**src/rtl/smx_pkg.sv**
```systemverilog
package smx_pkg;

  // Instruction kinds. The encoding follows the mode field of the input.
  typedef enum logic [4:0] {
    OP_BAD   = 5'd0,
    OP_PUSH  = 5'd1,
    OP_POP   = 5'd2,
    OP_LOAD  = 5'd3,
    OP_STORE = 5'd4,
    OP_VAR   = 5'd5,
    OP_PARAM = 5'd6,
    OP_PROC  = 5'd7,
    OP_DUP   = 5'd8,
    OP_ADD   = 5'd9,
    OP_MUL   = 5'd10,
    OP_INC   = 5'd11,
    OP_CMP   = 5'd12,
    OP_JMP   = 5'd13,
    OP_JLT   = 5'd14,
    OP_CALL  = 5'd15,
    OP_CALLV = 5'd16,
    OP_RETV  = 5'd17,
    OP_RET   = 5'd18
  } op_t;

  typedef enum logic [1:0] {
    ST_RUN   = 2'd0,
    ST_DONE  = 2'd1,
    ST_BADOP = 2'd2,
    ST_FAULT = 2'd3
  } status_t;

  typedef struct packed {
    op_t         op;
    logic [31:0] opd;
  } item_t;

  typedef struct packed {
    logic [31:0] result_value;
    status_t     status;
    logic [15:0] next_pc;
    logic [7:0]  next_proc;
  } result_t;

  localparam int InDataW  = 40;
  localparam int OutDataW = 64;

endpackage

```
**src/rtl/smx_front.sv**
```systemverilog
module smx_front (
  input  logic                 clk,
  input  logic                 rst,
  input  logic                 in_valid,
  output logic                 in_ready,
  input  logic [4:0]           mode,
  input  logic [31:0]          operand,
  output logic                 q_valid,
  output smx_pkg::item_t       q_item,
  input  logic                 q_pop
);
  import smx_pkg::*;

  item_t       entry [2];
  logic        rd_ptr;
  logic        wr_ptr;
  logic [1:0]  count;
  item_t       dec;
  logic        push;

  // Unknown modes collapse to OP_BAD so the back end needs no range check.
  always_comb begin
    dec.opd = operand;
    unique case (mode)
      5'd1:    dec.op = OP_PUSH;
      5'd2:    dec.op = OP_POP;
      5'd3:    dec.op = OP_LOAD;
      5'd4:    dec.op = OP_STORE;
      5'd5:    dec.op = OP_VAR;
      5'd6:    dec.op = OP_PARAM;
      5'd7:    dec.op = OP_PROC;
      5'd8:    dec.op = OP_DUP;
      5'd9:    dec.op = OP_ADD;
      5'd10:   dec.op = OP_MUL;
      5'd11:   dec.op = OP_INC;
      5'd12:   dec.op = OP_CMP;
      5'd13:   dec.op = OP_JMP;
      5'd14:   dec.op = OP_JLT;
      5'd15:   dec.op = OP_CALL;
      5'd16:   dec.op = OP_CALLV;
      5'd17:   dec.op = OP_RETV;
      5'd18:   dec.op = OP_RET;
      default: dec.op = OP_BAD;
    endcase
  end

  assign in_ready = (count != 2'd2);
  assign push     = in_valid && in_ready;
  assign q_valid  = (count != 2'd0);
  assign q_item   = entry[rd_ptr];

  always_ff @(posedge clk) begin
    if (push) begin
      entry[wr_ptr] <= dec;
    end
    if (rst) begin
      rd_ptr <= 1'b0;
      wr_ptr <= 1'b0;
      count  <= 2'd0;
    end else begin
      if (push) begin
        wr_ptr <= ~wr_ptr;
      end
      if (q_pop) begin
        rd_ptr <= ~rd_ptr;
      end
      count <= count + 2'(push) - 2'(q_pop);
    end
  end

endmodule

```
**config.mk**
```make
export PLATFORM = sky130hd
export DESIGN_NAME = smx_front
export DESIGN_NICKNAME = d
export VERILOG_FILES = /design/src/rtl/smx_pkg.sv /design/src/rtl/smx_front.sv
export SDC_FILE = /design/constraint.sdc
export NUM_CORES = 1
export LEC_CHECK = 0
export BUFFER_PORTS_ARGS = -buffer_cell sky130_fd_sc_hd__buf_2
export CAP_MARGIN = 20
export CORE_UTILIZATION = 54
export CTS_BUF_LIST = sky130_fd_sc_hd__clkbuf_4 sky130_fd_sc_hd__clkbuf_8
export DETAILED_ROUTE_END_ITERATION = 8
export GPL_ROUTABILITY_DRIVEN = 0
export PLACE_DENSITY = 0.88
export SLEW_MARGIN = 0
export SYNTH_ARGS = -nofsm -noshare
export SYNTH_HDL_FRONTEND = slang
export SYNTH_SLANG_ARGS = --single-unit
```
**constraint.sdc**
```tcl
create_clock -name clk -period 2.6 [get_ports clk]
set_clock_uncertainty 0.15 [all_clocks]
set_input_delay 0.13 -clock clk [delete_from_list [all_inputs] [get_ports clk]]
set_output_delay 0.13 -clock clk [all_outputs]
set_load 0.005 [all_outputs]
```
# Word level (Yosys, flattened, before mapping)
# Memory sizes are Yosys's and may differ from the RTL's. A register that Yosys moved wholly into a read port is not among the register bits.
# Index checks and enable logic that the tools add are counted.
# totals
regBits,4
input_bits,41
word_cells,16
output_inout_bits,39
mem_bits_ro,160
n_memories,2
ramBits,74
# mem_list
name,words,word_bits,read_ports,rd_ports_with_merged_regs,wr,line,rtl
(no name shown),32,5,1,0,0,smx_front.sv:24,unique case (mode)
entry,2,37,1,1,1,smx_front.sv:14,item_t entry [2];
# op_classes
addsub,2
n_mux,4
n_reduce_logical,2
n_eq_ne,1
bitwise,2
# ops
op,count
$mux W1,4
$add A2 B1 Y2,1
$ne A2 B2 Y1 const B,1
$not A1 Y1,2
$reduce_bool A2 Y1,1
$sub A2 B1 Y2,1
$logic_and A1 B1 Y1,1

# Depth between registers and ports, before layout
# Gate-level depths: netlist of the first run.
# depth
word_depth,4
ltp_mapped,7
mapped_depth_nobuf,7

# Worst setup path after synthesis of the first run
# Ideal clock, no wire load.
# synth_path
kind,reg2reg
start,reg count[0]
end,"mem entry[0][0] (netlist name), enable pin"
setup_slack_ns,0.686
t_arrival_ns,1.373
period_less_slack_ns,1.914
n_path_buf,0
path_stages_with_launch,4
required_ns,2.058
cell_sequence,dfxtp_1 -> nand2b_1 -> nand3b_1 -> inv_1
# synth_between
elab_chain_cells,4
# synth_rtl
item,line,rtl
start: declaration,smx_front.sv:17,logic [1:0] count;
start signal: assignment,smx_front.sv:67,count <= count + 2'(push) - 2'(q_pop);
$ne A2 B2 Y1,smx_front.sv:47,assign in_ready = (count != 2'd2);
via in_ready,smx_front.sv:5,"output logic in_ready,"
$logic_and A1 B1 Y1,smx_front.sv:48,assign push = in_valid && in_ready;
$mux W1,smx_front.sv:53,if (push) begin
$mux W1 (not written as such),smx_front.sv:54,entry[wr_ptr] <= dec;
end: declaration,smx_front.sv:14,
# The timed path passes the listed nets, and every way through them passes these cells.

==> results of run 1 <==
[path summary, 6_finish.rpt]
path         depth (start not counted)                endpoint  slack (ns)                start
min reg2reg                          2     rd_ptr$_SDFFE_PP0P_        0.39  rd_ptr$_SDFFE_PP0P_
min                                  2  entry[0][35]$_DFFE_PP_        0.05              mode[3]
max reg2reg                          6     count[1]$_SDFF_PP0_        0.72  count[0]$_SDFF_PP0_
max                                  3              q_item[16]        0.55                 flop
[state kept, by name (all words and copies together) (netlist names), named ones only]
name,flops
entry,74
count,2
rd_ptr,1
wr_ptr,1
[critical path: stages (launching register included)]
cell	delay, ns
sky130_fd_sc_hd__dfxtp_2	0.51
sky130_fd_sc_hd__buf_4	0.39
sky130_fd_sc_hd__mux2_2	0.39
sky130_fd_sc_hd__buf_2	0.13
[final cells by class]
| cell class | instances | area share |
|---|---|---|
| clock buffers | 9 | 0.0302 |
| multi-input cells | 66 | 0.151 |
| flip-flops and latches | 79 | 0.567 |
| well taps | 70 | 0.0214 |
| clock inverters | 7 | 0.0272 |
| repair buffers | 121 | 0.200 |
| inverters | 3 | 0.00275 |
[synth_stat cells (2+ instances only)]
library cell,number
sky130_fd_sc_hd__edfxtp_1,74
sky130_fd_sc_hd__mux2_2,25
sky130_fd_sc_hd__mux2_1,12
sky130_fd_sc_hd__dfxtp_1,5
sky130_fd_sc_hd__buf_4,3
sky130_fd_sc_hd__inv_1,3
sky130_fd_sc_hd__nor2_1,3
sky130_fd_sc_hd__nor2b_1,3
sky130_fd_sc_hd__a21oi_1,2
sky130_fd_sc_hd__and2_1,2
sky130_fd_sc_hd__nand2_1,2
sky130_fd_sc_hd__nand2b_1,2
sky130_fd_sc_hd__o31ai_1,2
sky130_fd_sc_hd__xnor2_1,2
[power by group through the flow]
stage	clock network, mW	logic (mW)	registers (mW)
floorplan	0	0.198	1.57
global placement	0	0.344	1.58
detailed placement	0	0.352	1.58
CTS	1.06	0.400	1.56
global route	1.11	0.441	1.57
finish	1.05	0.407	1.56
[repair_timing]
item                                   CTS  global route
hold buffers                            39             0
endpoints found under the hold margin   78             0
resized for setup                        0             0
[metal layers]
layer	vias up	track usage	part of all wire
li1	846	-	-
met1	899	0.232	0.39
met2	67	0.406	0.55
met3	6	0.0563	0.049
met4	0	0.0750	0.0088
met5	-	0	0
[kinds of logic after synthesis]
family / share of synthesized area
muxes: 0.140
buffers and inverters: 0.0130
adders and majority gates: 0.00420
and+or+nand+nor: 0.0391
AOI/OAI and AO/OA: 0.0181
DFF: 0.780
xor gates and xnor gates: 0.00588
[stage by stage]
step	hold WS (ns)	cells	setup WS, ns	total power [mW]
2_1_floorplan	0.0491	152	0.686	1.77
3_3_place_gp	0.168	300	0.857	1.92
3_5_place_dp	0.171	300	0.790	1.94
4_1_cts	0.0427	355	0.522	3.02
5_1_grt	0.0569	355	0.471	3.12
6_report	0.0488	355	0.548	3.01
==> impl_summary.log, run 1 <==
INFO  metric num-nets-final = 322
INFO  metric synthesis.instances = 152
INFO  metric timing.final.crit_period = 2.05 ns
INFO  metric p_sw_frac = 0.214
INFO  metric dp_hpwl = 3150 um
INFO  metric first_global_vias = 1897
INFO  metric power.leakage = 1.58 nW
INFO  metric iteration_0_drc_count_of_the_detailed_router = 69
INFO  metric hold_path_class = input port to flop
INFO  metric synth.yosys.seq_area_share = 0.780
INFO  metric drt_wl_total = 5910 um
INFO  metric cell_internal_power = 2.37 mW
INFO  metric hold_violations = 0
INFO  metric ios = 80
INFO  metric synthArstFlopShare = 0
INFO  metric setup.worst_path.end_class = primary output
INFO  metric syn_to_final_growth = 37.5%
INFO  metric critPathLaunchType = flop
INFO  metric clkSlewWorstSetupHoldPaths = 0.08 ns
INFO  metric clock_power_share = 0.348
INFO  metric fmax = 487 MHz
INFO  metric cell_type_with_the_highest_aggregate_area_in_the_netlist = sky130_fd_sc_hd__edfxtp_1
INFO  metric yosys_most_used_dff = sky130_fd_sc_hd__edfxtp_1
INFO  metric postRouteAntennaNets = 0
INFO  metric synthDistinctLibCells = 26
INFO  metric dieArea = 5820 um^2
INFO  metric syn_avg_cell_area = 19.6 um^2
INFO  metric ctsHtreeMaxLevel = 3
INFO  metric mapped_cell_area = 2980 um^2
INFO  metric worstPathRequired = 2.32 ns
INFO  metric worstSkewPairLatency = 0.33 ns
INFO  metric slew_viol_final = 0
INFO  metric postCtsSetupRepairBufs = 0
INFO  metric cp_data_arrival_time = 1.77 ns
INFO  metric power.density_cell_area = 735 nW/um^2
INFO  metric max_transition_margin = 0.660
INFO  metric routedWlPerCell = 16.7 um
INFO  metric synth_top_cell_area_share = 0.746
INFO  metric fraction_of_layout_cells_with_a_size_suffix_above_1 = 0.439
INFO  metric root_buffer = sky130_fd_sc_hd__clkbuf_8
INFO  metric synth.net_count = 194
INFO  metric grt_overflow = 0
INFO  metric rsz0062_at_grt = false
INFO  metric multi_input_gate_area = 617 um^2
INFO  metric status = finished clean
INFO  metric cts_num_sinks = 79
INFO  metric power.sequential.fraction = 0.517
INFO  metric layout.area.seq = 2320 um^2
INFO  metric net_switching = 0.645 mW
INFO  metric globalRouteTotalUtil = 0.216
INFO  metric dieWidth = 76.3 um
INFO  metric fillerInstances = 294
INFO  metric fp-row-count = 26
INFO  metric final_design_area_no_fill = 4100 um^2
INFO  metric final_util = 0.787
INFO  metric first_pass_grt_wire_length = 9250 um
INFO  metric drt-pass1-iter-count = 4
INFO  metric viasPerCell = 5.12
INFO  metric final-setup-viol-count = 0
INFO  metric final_common_cell = sky130_fd_sc_hd__buf_2
INFO  metric power.share.combinational = 0.135
INFO  metric post_route_clock_period_utilization = 0.789
INFO  metric tritoncts = done
INFO  metric place.port_buffers = 79
INFO  metric cts-buffers-inserted = 9
INFO  metric diodes = 0
INFO  metric max-cap-violations = 0
INFO  metric largest_net_degree_at_the_start_of_global_routing = 38
INFO  metric ir_worst_vdd = 0.000554 V
INFO  metric max_slew.worst_pin.slew = 0.510 ns
INFO  metric finalSetupTns = 0 ns
INFO  metric routed-via-count = 1818
INFO  metric clockBufferDepth = 2
INFO  metric drc = 0
INFO  metric core_box_area = 5200 um^2
INFO  metric postPlaceCellArea = 3470 um^2
INFO  metric warnings_from_yosys = 0
INFO  metric worstSetupPathType = flop to primary output
INFO  metric grt_antenna_before_repair = 0
INFO  metric crit_fanout = 25
INFO  metric synth.area.top_cells = sky130_fd_sc_hd__edfxtp_1 75%, sky130_fd_sc_hd__mux2_2 9.5%, sky130_fd_sc_hd__mux2_1 4.5%, sky130_fd_sc_hd__dfxtp_1 3.4%, sky130_fd_sc_hd__buf_4 0.76%
INFO  metric number_of_flops_mapped_to_enable_cells_by_yosys = 74
INFO  metric seq_cells_post_synth = 79
INFO  metric initial_utilization = 0.572
INFO  metric fp.dieH = 76.3 um
INFO  metric most-common-layout-cells = 79 x sky130_fd_sc_hd__buf_2, 74 x sky130_fd_sc_hd__edfxtp_1, 39 x sky130_fd_sc_hd__dlygate4sd3_1
(Power assumes the default switching activity.)
==> run 2: changes to the inputs <==
--- a/config.mk
+++ b/config.mk
@@ -7,11 +7,11 @@
 export LEC_CHECK = 0
 export BUFFER_PORTS_ARGS = -buffer_cell sky130_fd_sc_hd__buf_2
 export CAP_MARGIN = 20
-export CORE_UTILIZATION = 54
+export CORE_UTILIZATION = 49
 export CTS_BUF_LIST = sky130_fd_sc_hd__clkbuf_4 sky130_fd_sc_hd__clkbuf_8
 export DETAILED_ROUTE_END_ITERATION = 8
 export GPL_ROUTABILITY_DRIVEN = 0
-export PLACE_DENSITY = 0.88
+export PLACE_DENSITY = 0.84
 export SLEW_MARGIN = 0
 export SYNTH_ARGS = -nofsm -noshare
 export SYNTH_HDL_FRONTEND = slang
==> constraint.sdc (replaced) <==
create_clock -name clk -period 1.72 [get_ports clk]
set_clock_uncertainty 0.15 [all_clocks]
set_input_delay 0.086 -clock clk [delete_from_list [all_inputs] [get_ports clk]]
set_output_delay 0.086 -clock clk [all_outputs]
set_load 0.005 [all_outputs]
==> impl_summary.log, run 2 (synthesis results as in run 1) <==
INFO  metric max_transition_margin = 0.801
INFO  metric worstPathBufferInverterCount = 0
INFO  metric place.detailed.instances = 309
INFO  metric worstPathRequired = 1.83 ns
INFO  metric worstSkewPairLatency = 0.33 ns
INFO  metric routedWlPerCell = 14.9 um
INFO  metric grt_overflow = 0
INFO  metric regMostFlops = entry
INFO  metric max-cap-violations = 0
INFO  metric clockBufferDepth = 2
INFO  metric ir_worst_vdd = 0.000651 V
INFO  metric grt_antenna_before_repair = 0
INFO  metric power.leakage = 1.61 nW
INFO  metric most-common-layout-cells = 79 x sky130_fd_sc_hd__buf_2, 74 x sky130_fd_sc_hd__edfxtp_1, 41 x sky130_fd_sc_hd__dlygate4sd3_1
INFO  metric setup.worst_path.end_class = flop
INFO  metric clkSlewWorstSetupHoldPaths = 0.08 ns
INFO  metric flip_flop_count_of_the_largest_register_after_layout = 74
INFO  metric hold_violations = 0
INFO  metric reg_top3 = entry: 74 flops, count: 2 flops
INFO  metric dp_hpwl = 3230 um
INFO  metric critical_path.max_stage_delay = 0.51 ns
INFO  metric final_common_cell = sky130_fd_sc_hd__buf_2
INFO  metric post_route_clock_period_utilization = 1.00
INFO  metric final_util = 0.712
INFO  metric largest_net_degree_at_the_start_of_global_routing = 23
INFO  metric routed-via-count = 1773
INFO  metric viasPerCell = 4.83
INFO  metric crit_path_top_delay_cell = sky130_fd_sc_hd__or4b_1
INFO  metric grt_use_met2 = 0.322
INFO  metric fillerInstances = 382
INFO  metric dieWidth = 80.0 um
INFO  metric globalRouteTotalUtil = 0.175
INFO  metric core_box_area = 5890 um^2
INFO  metric place.port_buffers = 79
INFO  metric iteration_0_drc_count_of_the_detailed_router = 51
INFO  metric ios = 80
INFO  metric fp.dieH = 80.0 um
INFO  metric timing.final.crit_period = 1.72 ns
INFO  metric critical_path.top_delay_family = simple AND/OR/NAND/NOR gates
INFO  metric power.density_cell_area = 1060 nW/um^2
INFO  metric cts-buffers-inserted = 9
INFO  metric final_cell_count_without_fillers = 367
INFO  metric fp-row-count = 28
INFO  metric cp_data_arrival_time = 1.83 ns
INFO  metric hold-worst-slack = 0.330 ns
INFO  metric syn_to_final_growth = 40.6%
INFO  metric max_slew.worst_pin.slew = 0.299 ns
INFO  metric globalRouteMet3Util = 0.0331
INFO  metric diodes = 0
INFO  metric fmax = 581 MHz
INFO  metric first_global_vias = 1781
INFO  metric tritoncts = done
INFO  metric worstSetupPathType = flop to flop
INFO  metric multi_input_gate_area = 642 um^2
INFO  metric worstPathCellList = nand2b_4 -> nand2_4 -> xnor2_2 -> ha_2 -> or4b_1 -> nand4_1
INFO  metric crit_fanout = 4
INFO  metric root_buffer = sky130_fd_sc_hd__clkbuf_8
INFO  metric ctsHtreeMaxLevel = 3
INFO  metric fraction_of_layout_cells_with_a_size_suffix_above_1 = 0.469
INFO  metric gr-usage-met1 = 0.195
INFO  metric first_pass_grt_wire_length = 8050 um
INFO  metric drc = 0
INFO  metric slew_viol_final = 0
INFO  metric dieArea = 6390 um^2
INFO  metric postRouteAntennaNets = 0
INFO  metric grt_peak_use_layer = met2
INFO  metric drt-pass1-iter-count = 4
INFO  metric final-setup-viol-count = 0
INFO  metric critPathLaunchType = flop
INFO  metric report.power.total = 4.45 mW
INFO  metric rsz0062_at_grt = true
INFO  metric hold_path_class = input port to flop
INFO  metric drt_wl_total = 5460 um
INFO  metric cts_num_sinks = 79
INFO  metric num-nets-final = 329
INFO  metric initial_utilization = 0.506
INFO  metric layout.area.seq = 2330 um^2
INFO  metric status = finished clean
==> run 2: what timing repair did <==
action                                  4_1_cts  5_1_grt
resized for setup                             1        6
buffers inserted                              0        1
hold endpoints to repair                     78        2
pin swaps                                     0        5
hold buffers                                 40        1
gates cloned                                  0        0
endpoints found under the setup margin        1        8
==> run 2: stage by stage <==
stage	worst slack, ns	cell area (um^2)	TNS [ns]
after floorplan	0.0240	2990	0
after global placement	0.0347	3530	0
after detailed placement	0.00767	3530	0
after CTS	0.0184	4150	0
after global routing	-0.0641	4190	-0.0641
final	0.000191	4190	0
==> run 2: layer usage <==
metal	wire (um)	up-vias	share of wire
met5	0	-	0
met4	32	0	0.0059
met3	199	7	0.036
met2	3060	56	0.56
met1	2170	847	0.40
li1	-	863	-
==> run 2: final timing paths <==
check,from,end,slack [ns],cells after the start
setup / recovery,count[0]$_SDFF_PP0_,count[1]$_SDFF_PP0_,0.0002,6
hold / removal,operand[27],entry[1][27]$_DFFE_PP_,0.33,2
setup reg to reg,count[0]$_SDFF_PP0_,count[1]$_SDFF_PP0_,0.0002,6
hold reg to reg,rd_ptr$_SDFFE_PP0P_,rd_ptr$_SDFFE_PP0P_,0.38,2
==> run 2: final cells by class <==
class | instances | share of cell area
Clock buffer | 10 | 0.0314
Clock inverter | 6 | 0.0203
Inverter | 3 | 0.00359
Multi-Input combinational cell | 66 | 0.153
Sequential cell | 79 | 0.555
Tap cell | 75 | 0.0224
Timing Repair Buffer | 128 | 0.214
==> run 2: where the power goes <==
group | leakage, nW | total, mW | internal [mW] | switching [mW]
clock network | 0.107 | 1.44 | 0.829 | 0.616
logic | 0.766 | 0.666 | 0.366 | 0.300
registers | 0.736 | 2.34 | 2.30 | 0.0460
==> run 2: worst register-to-register path: stages (launching register included) <==
cell                       delay [ns]
sky130_fd_sc_hd__dfxtp_2         0.36
sky130_fd_sc_hd__nand2b_4        0.15
sky130_fd_sc_hd__nand2_4         0.05
sky130_fd_sc_hd__xnor2_2         0.14
sky130_fd_sc_hd__ha_2            0.20
sky130_fd_sc_hd__or4b_1          0.51
sky130_fd_sc_hd__nand4_1         0.11
